===== config.mk =====
export PLATFORM = sky130hd
export DESIGN_NAME = base_n_text_encoder_unit
export DESIGN_NICKNAME = d
export VERILOG_FILES = /design/src/rtl/core/bnte_pkg.sv /design/src/rtl/core/bnte_packer.sv /design/src/rtl/core/bnte_builder.sv /design/src/rtl/core/bnte_emitter.sv /design/src/rtl/core/base_n_text_encoder_unit.sv
export SDC_FILE = /design/constraint.sdc
export NUM_CORES = 2
export LEC_CHECK = 0
export BUFFER_PORTS_ARGS = -buffer_cell sky130_fd_sc_hd__buf_2
export CORE_AREA = 3 3 417 419
export DETAILED_ROUTE_END_ITERATION = 8
export DIE_AREA = 0 0 420 422
export GPL_TIMING_DRIVEN = 1
export SLEW_MARGIN = 20
export SYNTH_ARGS = -nofsm -noshare
export SYNTH_HDL_FRONTEND = slang
export SYNTH_SLANG_ARGS = --single-unit

===== constraint.sdc =====
create_clock -name clock -period 6.9 [get_ports clock]
set_clock_uncertainty 0.15 [all_clocks]
set_input_delay 2.07 -clock clock [delete_from_list [all_inputs] [get_ports clock]]
set_output_delay 2.07 -clock clock [all_outputs]
set_load 0.02 [all_outputs]

===== src/rtl/core/bnte_pkg.sv =====
package bnte_pkg;

   // alphabet store and block geometry
   localparam int AlphDepth = 85;
   localparam int AlphIdxW  = 7;
   localparam int BufW      = 40;
   localparam int MaxChars  = 8;

   // divide by 85: q = (w * Div85Mul) >> Div85Shift, exact for any 32-bit w
   localparam logic [31:0] Div85Mul   = 32'hC0C0C0C1;
   localparam int          Div85Shift = 38;
   localparam logic [31:0] Radix85    = 32'd85;

   // configuration register indexes
   localparam logic [1:0] REG_KIND = 2'd0;
   localparam logic [1:0] REG_PAD  = 2'd1;
   localparam logic [1:0] REG_ZGRP = 2'd2;

   typedef enum logic [1:0] {
      KIND_HEX = 2'd0,
      KIND_B32 = 2'd1,
      KIND_B64 = 2'd2,
      KIND_B85 = 2'd3
   } enc_kind_type;

   typedef enum logic {
      OP_DATA = 1'b0,
      OP_LOAD = 1'b1
   } op_type;

   typedef enum logic {
      BLD_IDLE = 1'b0,
      BLD_CONV = 1'b1
   } bld_state_type;

   // finished block or alphabet load, packer to builder
   typedef struct packed {
      op_type               op;
      logic                 last;
      logic [2:0]           nbytes;
      logic [BufW-1:0]      value;      // block left-justified, zero-filled
      logic [AlphIdxW-1:0]  alph_index;
      logic [7:0]           alph_char;
   } desc_type;

   // character job, builder to emitter
   typedef struct packed {
      op_type                           op;
      logic                             last;
      logic [3:0]                       count;     // characters in total
      logic [3:0]                       nsym;      // leading characters from the alphabet
      logic [6:0]                       lit_char;  // character for the rest
      logic [MaxChars-1:0][AlphIdxW-1:0] sym;
      logic [AlphIdxW-1:0]              alph_index;
      logic [7:0]                       alph_char;
   } job_type;

   function automatic logic [2:0] blk_bytes(enc_kind_type k);
      case (k)
         KIND_HEX: return 3'd1;
         KIND_B32: return 3'd5;
         KIND_B64: return 3'd3;
         default:  return 3'd4;
      endcase
   endfunction

   function automatic logic [3:0] blk_chars(enc_kind_type k);
      case (k)
         KIND_HEX: return 4'd2;
         KIND_B32: return 4'd8;
         KIND_B64: return 4'd4;
         default:  return 4'd5;
      endcase
   endfunction

   // symbols that cover nb bytes of a block
   function automatic logic [3:0] sym_count(enc_kind_type k, logic [2:0] nb);
      logic [3:0] n;
      case (k)
         KIND_HEX: n = 4'd2;
         KIND_B32: begin
            case (nb)
               3'd1:    n = 4'd2;
               3'd2:    n = 4'd4;
               3'd3:    n = 4'd5;
               3'd4:    n = 4'd7;
               default: n = 4'd8;
            endcase
         end
         KIND_B64: begin
            case (nb)
               3'd1:    n = 4'd2;
               3'd2:    n = 4'd3;
               default: n = 4'd4;
            endcase
         end
         default: n = (nb >= 3'd4) ? 4'd5 : ({1'b0, nb} + 4'd1);
      endcase
      return n;
   endfunction

endpackage


===== src/rtl/core/bnte_packer.sv =====
module bnte_packer import bnte_pkg::*; (
   input  logic                clock,
   input  logic                reset,
   input  enc_kind_type        kind,
   input  logic                kind_wr,
   input  logic                req_valid,
   output logic                req_stall,
   input  logic                req_op,
   input  logic [7:0]          req_data_byte,
   input  logic                req_last,
   input  logic [AlphIdxW-1:0] req_alph_index,
   input  logic [7:0]          req_alph_char,
   output logic                desc_valid,
   output desc_type            desc,
   input  logic                desc_take
);

   logic [BufW-1:0] blk_ff, blk_in;
   logic [2:0]      fill_ff, fill_in;
   logic            desc_valid_ff, desc_valid_in;
   desc_type        desc_ff, desc_in;

   logic            accept;
   logic [BufW-1:0] blk_shift;
   logic [BufW-1:0] aligned;
   logic [2:0]      full;
   logic [2:0]      fill_inc;
   logic [2:0]      nb;
   logic            complete;

   // input transfer only when the descriptor slot is free or draining
   assign req_stall  = desc_valid_ff && !desc_take;
   assign accept     = req_valid && !req_stall;
   assign desc_valid = desc_valid_ff;
   assign desc       = desc_ff;

   // block assembly
   always_comb begin
      full      = blk_bytes(kind);
      blk_shift = {blk_ff[BufW-9:0], req_data_byte};
      fill_inc  = fill_ff + 3'd1;
      complete  = (fill_inc >= full) || req_last;
      nb        = (fill_inc > full) ? full : fill_inc;
      aligned   = blk_shift << {3'd5 - nb, 3'b000};
   end

   // next state
   always_comb begin
      blk_in        = blk_ff;
      fill_in       = fill_ff;
      desc_valid_in = desc_valid_ff && !desc_take;
      desc_in       = desc_ff;
      if (kind_wr) begin
         blk_in  = '0;
         fill_in = '0;
      end else if (accept) begin
         desc_in.op         = op_type'(req_op);
         desc_in.last       = req_last;
         desc_in.nbytes     = nb;
         desc_in.value      = aligned;
         desc_in.alph_index = req_alph_index;
         desc_in.alph_char  = req_alph_char;
         if (op_type'(req_op) == OP_LOAD) begin
            desc_valid_in = 1'b1;
         end else if (complete) begin
            desc_valid_in = 1'b1;
            blk_in        = '0;
            fill_in       = '0;
         end else begin
            blk_in  = blk_shift;
            fill_in = fill_inc;
         end
      end
   end

   always_ff @(posedge clock) begin
      if (reset) begin
         blk_ff        <= '0;
         fill_ff       <= '0;
         desc_valid_ff <= 1'b0;
      end else begin
         blk_ff        <= blk_in;
         fill_ff       <= fill_in;
         desc_valid_ff <= desc_valid_in;
      end
   end

   always_ff @(posedge clock) begin
      desc_ff <= desc_in;
   end

   // open block never holds a whole block
   a_fill_bound: assert property (@(posedge clock) disable iff (reset)
      fill_ff < blk_bytes(kind))
      else $error("open block fill reached block size");

endmodule


===== src/rtl/core/bnte_builder.sv =====
module bnte_builder import bnte_pkg::*; (
   input  logic         clock,
   input  logic         reset,
   input  enc_kind_type kind,
   input  logic [6:0]   pad_char,
   input  logic [6:0]   zgrp_char,
   input  logic         desc_valid,
   input  desc_type     desc,
   output logic         desc_take,
   output logic         job_valid,
   output job_type      job,
   input  logic         job_take
);

   bld_state_type state_ff, state_in;
   logic [2:0]    step_ff, step_in;
   logic [63:0]   prod_ff, prod_in;
   logic [31:0]   cur_ff, cur_in;
   logic [3:0][AlphIdxW-1:0] dig_ff, dig_in;
   logic          conv_last_ff, conv_last_in;
   logic [2:0]    conv_nb_ff, conv_nb_in;
   logic          job_valid_ff, job_valid_in;
   job_type       job_ff, job_in;

   logic          job_free;
   logic [31:0]   w_desc;
   logic          zero_grp;
   logic          to_conv;
   logic [25:0]   q;
   logic [31:0]   rem;
   logic [AlphIdxW-1:0] digit;
   logic [31:0]   mul_a;
   logic [63:0]   product;
   logic          last_step;
   job_type       dj;
   job_type       bj;

   assign job_valid = job_valid_ff;
   assign job       = job_ff;

   // base85 digit unit: one reciprocal multiply per digit, least significant first
   always_comb begin
      job_free  = !job_valid_ff || job_take;
      w_desc    = desc.value[BufW-1:8];
      zero_grp  = (desc.nbytes == blk_bytes(kind)) && (w_desc == 32'd0) && (zgrp_char != 7'd0);
      to_conv   = (desc.op == OP_DATA) && (kind == KIND_B85) && !zero_grp;
      q         = prod_ff[63:Div85Shift];
      rem       = cur_ff - ({6'b0, q} * Radix85);
      digit     = rem[AlphIdxW-1:0];
      mul_a     = (state_ff == BLD_IDLE) ? w_desc : {6'b0, q};
      product   = 64'(mul_a) * 64'(Div85Mul);
      last_step = (step_ff == 3'd4);
   end

   // job for bit-slice kinds, loads and the zero group
   always_comb begin
      dj            = '0;
      dj.op         = desc.op;
      dj.last       = desc.last;
      dj.alph_index = desc.alph_index;
      dj.alph_char  = desc.alph_char;
      dj.nsym       = sym_count(kind, desc.nbytes);
      dj.count      = dj.nsym;
      dj.lit_char   = pad_char;
      if (kind == KIND_B85) begin
         dj.nsym     = 4'd0;
         dj.count    = 4'd1;
         dj.lit_char = zgrp_char;
      end else if ((pad_char != 7'd0) && (desc.nbytes != blk_bytes(kind)) &&
                   ((kind == KIND_B32) || (kind == KIND_B64))) begin
         dj.count = blk_chars(kind);
      end
      for (int i = 0; i < MaxChars; i++) begin
         case (kind)
            KIND_HEX: begin
               if (i < 2) dj.sym[i] = {3'b0, desc.value[BufW - 1 - 4*i -: 4]};
            end
            KIND_B32: dj.sym[i] = {2'b0, desc.value[BufW - 1 - 5*i -: 5]};
            KIND_B64: begin
               if (i < 4) dj.sym[i] = {1'b0, desc.value[BufW - 1 - 6*i -: 6]};
            end
            default: dj.sym[i] = '0;
         endcase
      end
   end

   // job for converted base85 digits, most significant first
   always_comb begin
      bj          = '0;
      bj.op       = OP_DATA;
      bj.last     = conv_last_ff;
      bj.nsym     = sym_count(KIND_B85, conv_nb_ff);
      bj.count    = bj.nsym;
      bj.lit_char = zgrp_char;
      bj.sym[0]   = digit;
      bj.sym[1]   = dig_ff[0];
      bj.sym[2]   = dig_ff[1];
      bj.sym[3]   = dig_ff[2];
      bj.sym[4]   = dig_ff[3];
   end

   // next state
   always_comb begin
      state_in = state_ff;
      case (state_ff)
         BLD_IDLE: if (desc_valid && to_conv) state_in = BLD_CONV;
         BLD_CONV: if (last_step && job_free) state_in = BLD_IDLE;
         default:  state_in = BLD_IDLE;
      endcase
   end

   // datapath and handshake outputs
   always_comb begin
      desc_take    = 1'b0;
      job_valid_in = job_valid_ff && !job_take;
      job_in       = job_ff;
      step_in      = step_ff;
      prod_in      = prod_ff;
      cur_in       = cur_ff;
      dig_in       = dig_ff;
      conv_last_in = conv_last_ff;
      conv_nb_in   = conv_nb_ff;
      case (state_ff)
         BLD_IDLE: begin
            if (desc_valid && to_conv) begin
               desc_take    = 1'b1;
               prod_in      = product;
               cur_in       = w_desc;
               step_in      = 3'd0;
               conv_last_in = desc.last;
               conv_nb_in   = desc.nbytes;
            end else if (desc_valid && job_free) begin
               desc_take    = 1'b1;
               job_valid_in = 1'b1;
               job_in       = dj;
            end
         end
         BLD_CONV: begin
            if (!last_step) begin
               prod_in                     = product;
               cur_in                      = {6'b0, q};
               dig_in[2'(3'd3 - step_ff)]  = digit;
               step_in                     = step_ff + 3'd1;
            end else if (job_free) begin
               job_valid_in = 1'b1;
               job_in       = bj;
            end
         end
         default: ;
      endcase
   end

   always_ff @(posedge clock) begin
      if (reset) begin
         state_ff     <= BLD_IDLE;
         step_ff      <= '0;
         job_valid_ff <= 1'b0;
      end else begin
         state_ff     <= state_in;
         step_ff      <= step_in;
         job_valid_ff <= job_valid_in;
      end
   end

   always_ff @(posedge clock) begin
      prod_ff      <= prod_in;
      cur_ff       <= cur_in;
      dig_ff       <= dig_in;
      conv_last_ff <= conv_last_in;
      conv_nb_ff   <= conv_nb_in;
      job_ff       <= job_in;
   end

   // pending job is never overwritten
   a_job_hold: assert property (@(posedge clock) disable iff (reset)
      job_valid_ff && !job_take |=> job_valid_ff && $stable(job_ff))
      else $error("pending job changed before transfer");

   // no descriptor taken while digits are in flight
   a_conv_busy: assert property (@(posedge clock) disable iff (reset)
      state_ff == BLD_CONV |-> !desc_take && step_ff <= 3'd4)
      else $error("descriptor taken during base85 conversion");

endmodule


===== src/rtl/core/bnte_emitter.sv =====
module bnte_emitter import bnte_pkg::*; (
   input  logic       clock,
   input  logic       reset,
   input  logic       job_valid,
   input  job_type    job,
   output logic       job_take,
   output logic       rsp_valid,
   input  logic       rsp_stall,
   output logic [7:0] rsp_out_char,
   output logic       rsp_last_char
);

   // alphabet store, one write and one registered read per cycle
   logic [7:0] alph_mem [AlphDepth];
   logic [7:0] rdata_ff;

   logic [2:0] ci_ff, ci_in;
   logic       s1_valid_ff, s1_valid_in;
   logic       s1_lit_ff, s1_last_ff;
   logic [6:0] s1_char_ff;
   logic       rsp_valid_ff, rsp_valid_in;
   logic [7:0] rsp_char_ff;
   logic       rsp_last_ff;

   logic       o_free;
   logic       s1_move;
   logic       s1_free;
   logic       is_load;
   logic       is_final;
   logic       use_sym;
   logic       issue;
   logic       mem_we;
   logic       mem_re;
   logic [AlphIdxW-1:0] cur_sym;

   assign rsp_valid     = rsp_valid_ff;
   assign rsp_out_char  = rsp_char_ff;
   assign rsp_last_char = rsp_last_ff;

   // issue control: one character per cycle while the output is not stalled, loads in order with reads
   always_comb begin
      o_free   = !rsp_valid_ff || !rsp_stall;
      s1_move  = s1_valid_ff && o_free;
      s1_free  = !s1_valid_ff || o_free;
      is_load  = (job.op == OP_LOAD);
      is_final = ({1'b0, ci_ff} == (job.count - 4'd1));
      use_sym  = ({1'b0, ci_ff} < job.nsym);
      cur_sym  = job.sym[ci_ff];
      issue    = job_valid && !is_load && s1_free;
      mem_we   = job_valid && is_load && (job.alph_index < AlphIdxW'(AlphDepth));
      mem_re   = issue && use_sym;
      job_take = job_valid && (is_load || (s1_free && is_final));
   end

   always_ff @(posedge clock) begin
      if (mem_we) alph_mem[job.alph_index] <= job.alph_char;
      if (mem_re) rdata_ff <= alph_mem[cur_sym];
   end

   // next state
   always_comb begin
      ci_in        = ci_ff;
      if (issue) ci_in = is_final ? 3'd0 : ci_ff + 3'd1;
      s1_valid_in  = issue || (s1_valid_ff && !s1_move);
      rsp_valid_in = s1_move || (rsp_valid_ff && rsp_stall);
   end

   always_ff @(posedge clock) begin
      if (reset) begin
         ci_ff        <= '0;
         s1_valid_ff  <= 1'b0;
         rsp_valid_ff <= 1'b0;
      end else begin
         ci_ff        <= ci_in;
         s1_valid_ff  <= s1_valid_in;
         rsp_valid_ff <= rsp_valid_in;
      end
   end

   // read stage and output register payload
   always_ff @(posedge clock) begin
      if (issue) begin
         s1_lit_ff  <= !use_sym;
         s1_char_ff <= job.lit_char;
         s1_last_ff <= job.last && is_final;
      end
      if (s1_move) begin
         rsp_char_ff <= s1_lit_ff ? {1'b0, s1_char_ff} : rdata_ff;
         rsp_last_ff <= s1_last_ff;
      end
   end

   // a data job leaves only with its final character
   a_take_final: assert property (@(posedge clock) disable iff (reset)
      job_take && (job.op == OP_DATA) |-> issue && is_final)
      else $error("data job released before its final character");

   // read data held while the read stage waits
   a_rdata_hold: assert property (@(posedge clock) disable iff (reset)
      s1_valid_ff && !s1_move |=> s1_valid_ff && $stable(rdata_ff))
      else $error("alphabet read data lost while stalled");

endmodule


===== src/rtl/core/base_n_text_encoder_unit.sv =====
// path: input transfer, packer descriptor register, builder job register, emitter read stage and
//   output register; a base85 group that is converted to digits passes the digit unit first
// throughput: one character per cycle at the output while rsp_stall is low; hex gives two characters
//   a byte, and the digit unit takes no new block until a base85 group is done (one multiply per digit)
// reset: synchronous; clears the configuration registers, open block and pipeline valids.
//   the alphabet store is not cleared and must be loaded before use
module base_n_text_encoder_unit import bnte_pkg::*; (
   input  logic                clock,
   input  logic                reset,
   input  logic                csr_wr_en,
   input  logic [1:0]          csr_index,
   input  logic [6:0]          csr_wdata,
   input  logic                req_valid,
   output logic                req_stall,
   input  logic                req_op,
   input  logic [7:0]          req_data_byte,
   input  logic                req_last,
   input  logic [AlphIdxW-1:0] req_alph_index,
   input  logic [7:0]          req_alph_char,
   output logic                rsp_valid,
   input  logic                rsp_stall,
   output logic [7:0]          rsp_out_char,
   output logic                rsp_last_char
);

   enc_kind_type kind_ff, kind_in;
   logic [6:0]   pad_ff, pad_in;
   logic [6:0]   zgrp_ff, zgrp_in;
   logic         kind_wr;

   logic         desc_valid;
   desc_type     desc;
   logic         desc_take;
   logic         job_valid;
   job_type      job;
   logic         job_take;

   // configuration registers
   always_comb begin
      kind_wr = csr_wr_en && (csr_index == REG_KIND);
      kind_in = kind_ff;
      pad_in  = pad_ff;
      zgrp_in = zgrp_ff;
      if (kind_wr) kind_in = enc_kind_type'(csr_wdata[1:0]);
      if (csr_wr_en && (csr_index == REG_PAD)) pad_in = csr_wdata;
      if (csr_wr_en && (csr_index == REG_ZGRP)) zgrp_in = csr_wdata;
   end

   always_ff @(posedge clock) begin
      if (reset) begin
         kind_ff <= KIND_HEX;
         pad_ff  <= '0;
         zgrp_ff <= '0;
      end else begin
         kind_ff <= kind_in;
         pad_ff  <= pad_in;
         zgrp_ff <= zgrp_in;
      end
   end

   bnte_packer u_packer (
      .clock          (clock),
      .reset          (reset),
      .kind           (kind_ff),
      .kind_wr        (kind_wr),
      .req_valid      (req_valid),
      .req_stall      (req_stall),
      .req_op         (req_op),
      .req_data_byte  (req_data_byte),
      .req_last       (req_last),
      .req_alph_index (req_alph_index),
      .req_alph_char  (req_alph_char),
      .desc_valid     (desc_valid),
      .desc           (desc),
      .desc_take      (desc_take)
   );

   bnte_builder u_builder (
      .clock      (clock),
      .reset      (reset),
      .kind       (kind_ff),
      .pad_char   (pad_ff),
      .zgrp_char  (zgrp_ff),
      .desc_valid (desc_valid),
      .desc       (desc),
      .desc_take  (desc_take),
      .job_valid  (job_valid),
      .job        (job),
      .job_take   (job_take)
   );

   bnte_emitter u_emitter (
      .clock         (clock),
      .reset         (reset),
      .job_valid     (job_valid),
      .job           (job),
      .job_take      (job_take),
      .rsp_valid     (rsp_valid),
      .rsp_stall     (rsp_stall),
      .rsp_out_char  (rsp_out_char),
      .rsp_last_char (rsp_last_char)
   );

endmodule


==> results.md <==
- After clock tree synthesis, the clock-pin slew on the worst setup and hold paths is 0.06 ns.
- The most used flip-flop cell after synthesis is sky130_fd_sc_hd__edfxtp_1.
- The final non-filler cell area is 59,500 sq um.
- Derived from the worst setup path, the maximum achievable clock frequency is 147 MHz.
- The placed instance area is 55,000 sq um.
- The worst setup path is launched from a flip-flop.
- The final hold violation count came to 0.
- The number of pins exceeding their max-slew limit in the final report was 0.
- The most common library cell in the layout ignoring fill and taps is sky130_fd_sc_hd__edfxtp_1.
- STA classifies the critical path endpoint as a flip-flop.
- Before antenna repair, the detailed router went through 8 iterations.
- The count of different cell masters after synthesis is 74.
- The number of fillers in the final layout is 16,600.
- In this run the worst path has a maximum fanout of 6.
- The part of the cycle the worst path needs is 98.3%.
- The total chip power is 21.3 mW.
- The initial utilization of the core area, before any placement, comes to 29.8%.
- The max-capacitance violation count is 0.
- The remaining max-slew budget at the tightest pin is 27.0%.
- The count of nets left with antenna violations once routing finished came out at 0.
- The share of synthesized flip-flops with an asynchronous set or reset is 0%.
- The number of global-route vias before repair is 32,900.
- Yosys printed 0 warnings.
- For the worst setup path, the data arrival time is 7.08 ns.
- The category of the critical setup timing path is reg -> reg.
- In this run the deepest clock path goes through 3 buffers.
- The tree is rooted in a sky130_fd_sc_hd__clkbuf_16.
- For this design the static power due to leakage is 22.9 nW.
- The synthesized netlist occupies a cell area of 51,000 sq um.
- The ratio of routed vias to standard cells is 4.93.
- Setup violations remaining at the end of the flow were counted as 0.
- For the worst setup path, the data required time is 7.20 ns.
- The finished layout holds 6,754 standard cells, fillers aside.
- The number of nets in the layout is 5,002.
- Dividing the synthesized area by the synthesized cell count gives 12.1 sq um.
- VDD sags by at most 0.475 mV.
- The number of placed instances, taps included, is 6,554.
- In the final layout, the share of cells above drive strength 1 is 14.6%.
- For the pin with the worst max-slew slack, the measured transition is 1.09 ns.
- The floorplan die area is 177,000 sq um.
- The placeable core area is 171,000 sq um.
- Across every metal layer, demand over resource in global routing totals 15.3%.
- Global routing finished with a remaining overflow of 0.
- The routability congestion estimate is 0.924.
- TritonCTS built the clock tree.
- The routed length per instance is 20.6 microns.
- Counting every instance in the synthesized netlist gives 4,231.
- The source of the worst register-to-register timing path is u_builder.state_ff$_SDFF_PP0_.
- The final hold slack is 0.273 ns.
- For the finished layout, the period the worst path requires is 6.78 ns.
- In the routed design, unresolved DRC markers number 0.
- The share of the yosys chip area belonging to registers is 56.2%.
- The post-route setup TNS is 0 ns.
- The synthesized design contains 913 enable-type register cells.
- The clock insertion delay at the later pin of the skew report is 0.71 ns.
- The total number of H-tree levels is 3.
- The portion of synthesized cell area occupied by the leading cell type is 53.7%.
- The run finished with clean final reports.
- The worst hold path belongs to the class reg -> reg.
- Summed over all instances, the cell type with the most area after synthesis is sky130_fd_sc_hd__edfxtp_1.
- The floorplan die width is 420 microns.
- In this run the core area contains 152 standard-cell rows.
- The relative area change from synthesis to final layout is 16.6%.
- The startpoint identified for the worst hold timing path is u_builder.job[74]$_DFFE_PP_.
- In this run the count of I/O pins placed on the die edge is 50.
- The wire-length estimate of the detail-placed layout is 95,900 microns.
- The overall die height is 422 microns.
- Power spread over the standard cell area amounts to 357 nW/um^2.
- Ranked by total cell area, the synthesized netlist is headed by sky130_fd_sc_hd__edfxtp_1 (54%), sky130_fd_sc_hd__ha_1 (8.7%), sky130_fd_sc_hd__fa_1 (6.7%).
- Entering global routing, the biggest net connects 146 pins.
- The number of buffers created by CTS is 97.
- Setup repair after global routing could not meet its margin everywhere.
- The net count of the mapped netlist is 4,794.
- The post-synthesis sequential element count is 975.
- The count of buffers inserted at the top-level ports is 49.
- The routed layout has 33,300 vias.
- The first global-routing pass estimated 208,000 microns of wire.
- For this block, the initial DRC count from the detailed router was 3,415.
- The CTS sink count is 975.
- The number of antenna violations at the first check in global routing is 4.
- The wire length reported by the detailed router is 139,000 microns.
- The library cells used most frequently in the layout, excluding fill and tap cells, are sky130_fd_sc_hd__edfxtp_1 (913), sky130_fd_sc_hd__nand2_1 (746), sky130_fd_sc_hd__inv_1 (361), sky130_fd_sc_hd__ha_1 (299), sky130_fd_sc_hd__buf_4 (232).
- The critical path starts at u_builder.state_ff$_SDFF_PP0_.
-- state kept, by name, summed over array words and instances, names as in the netlist, 8 cells and up --
register                cells
u_builder.bj               28
u_builder.job              82
u_builder.prod_ff          26
u_emitter.alph_mem        680
u_emitter.rdata_ff          8
u_emitter.rsp_out_char      8
u_packer.blk_ff            32
u_packer.desc              60
-- synth_stat cells, drive strengths merged (25+ instances only) --
master and n:
a211oi 37, a21o 37, a21oi 152, a22oi 55
a311oi 25, a31oi 41, and2 42, and3 69
buf 113, clkbuf 74, dfxtp 62, edfxtp 913
fa 171, ha 353, inv 367, mux2 51
mux2i 82, nand2 750, nand3 180, nor2 226
nor2b 55, nor4 26, o21ai 74, xnor2 39
-- layer usage --
| metal | up-vias | GRT usage (%) | share of wire (%) |
|---|---|---|---|
| met3 | 224 | 2.36 | 5.6 |
| met5 | - | 0 | 0 |
| met2 | 1017 | 24.8 | 47 |
| li1 | 15500 | - | - |
| met1 | 16600 | 21.2 | 44 |
| met4 | 0 | 4.44 | 3.3 |
-- layout make-up --
cell class	count	area, sq um	area share [%]
inverters	367	1380	2.32
repair buffers	296	2260	3.79
multi-input cells	2702	21200	35.6
clock inverters	62	663	1.11
well taps	2233	2790	4.70
flip-flops and latches	975	28700	48.2
diodes	1	2.50	0.00421
clock buffers	118	2540	4.27
-- worst paths after layout --
kind	end	slack (ns)	cells after the start
worst max-delay path	u_builder.prod_ff[56]$_DFFE_PP_	0.12	24
worst min-delay path	u_emitter.s1_char_ff[3]$_DFFE_PP_	0.27	0
worst min register to register	u_emitter.s1_char_ff[3]$_DFFE_PP_	0.27	0
worst max register to register	u_builder.prod_ff[56]$_DFFE_PP_	0.12	24
-- power breakdown --
| part | total [mW] | leakage (nW) | internal (mW) | switching [mW] |
|---|---|---|---|---|
| clock network | 5.36 | 1.55 | 3.02 | 2.35 |
| logic | 9.21 | 12.5 | 4.16 | 5.05 |
| registers | 6.69 | 8.81 | 6.65 | 0.0396 |
| total | 21.3 | 22.9 | 13.8 | 7.44 |
-- critical path, stage by stage (launching register included) --
cell	delay, ns
sky130_fd_sc_hd__dfxtp_4	0.42
sky130_fd_sc_hd__buf_6	0.16
sky130_fd_sc_hd__clkbuf_16	0.15
sky130_fd_sc_hd__mux2_2	0.40
sky130_fd_sc_hd__ha_4	0.30
sky130_fd_sc_hd__ha_4	0.21
sky130_fd_sc_hd__ha_4	0.27
sky130_fd_sc_hd__inv_1	0.05
sky130_fd_sc_hd__fa_1	0.49
sky130_fd_sc_hd__fa_1	0.60
sky130_fd_sc_hd__fa_1	0.46
sky130_fd_sc_hd__fa_1	0.51
sky130_fd_sc_hd__inv_1	0.05
sky130_fd_sc_hd__ha_1	0.31
sky130_fd_sc_hd__ha_4	0.30
sky130_fd_sc_hd__buf_4	0.11
sky130_fd_sc_hd__nand4_1	0.13
sky130_fd_sc_hd__nor2_1	0.16
sky130_fd_sc_hd__nand3_2	0.11
sky130_fd_sc_hd__o2111ai_2	0.25
sky130_fd_sc_hd__nand2_4	0.13
sky130_fd_sc_hd__a311oi_2	0.34
sky130_fd_sc_hd__buf_4	0.18
sky130_fd_sc_hd__nor2_1	0.04
sky130_fd_sc_hd__a211o_1	0.26
-- what timing repair did --
item,4_1_cts,5_1_grt
cloned,0,1
hold buffers,0,0
resized for setup,34,130
pin swaps,5,40
buffers inserted,6,11
endpoints found under the setup margin,22,24
-- stage by stage --
step,utilization (%),setup WS (ns)
CTS,34.2,0.0123
detailed placement,32.2,-0.272
global route,34.8,-0.0802
floorplan,-,0.0124
global placement,32.2,-0.276
finish,34.8,0.115
-- kinds of logic (layout without fill, tap and decap cells) --
| family | count (synthesis) | after routing | share of synthesized area, % |
|---|---|---|---|
| AOI/OAI and AO/OA | 540 | 540 | 7.08 |
| and+or+nand+nor | 1439 | 1439 | 12.5 |
| DFF | 975 | 975 | 56.2 |
| xor gates and xnor gates | 50 | 50 | 0.859 |
| other | 0 | 1 | 0 |
| buffers and inverters | 554 | 843 | 4.52 |
| muxes | 149 | 149 | 3.53 |
| adders and majority gates | 524 | 524 | 15.4 |
No activity file was read; power rests on OpenSTA's default activity.
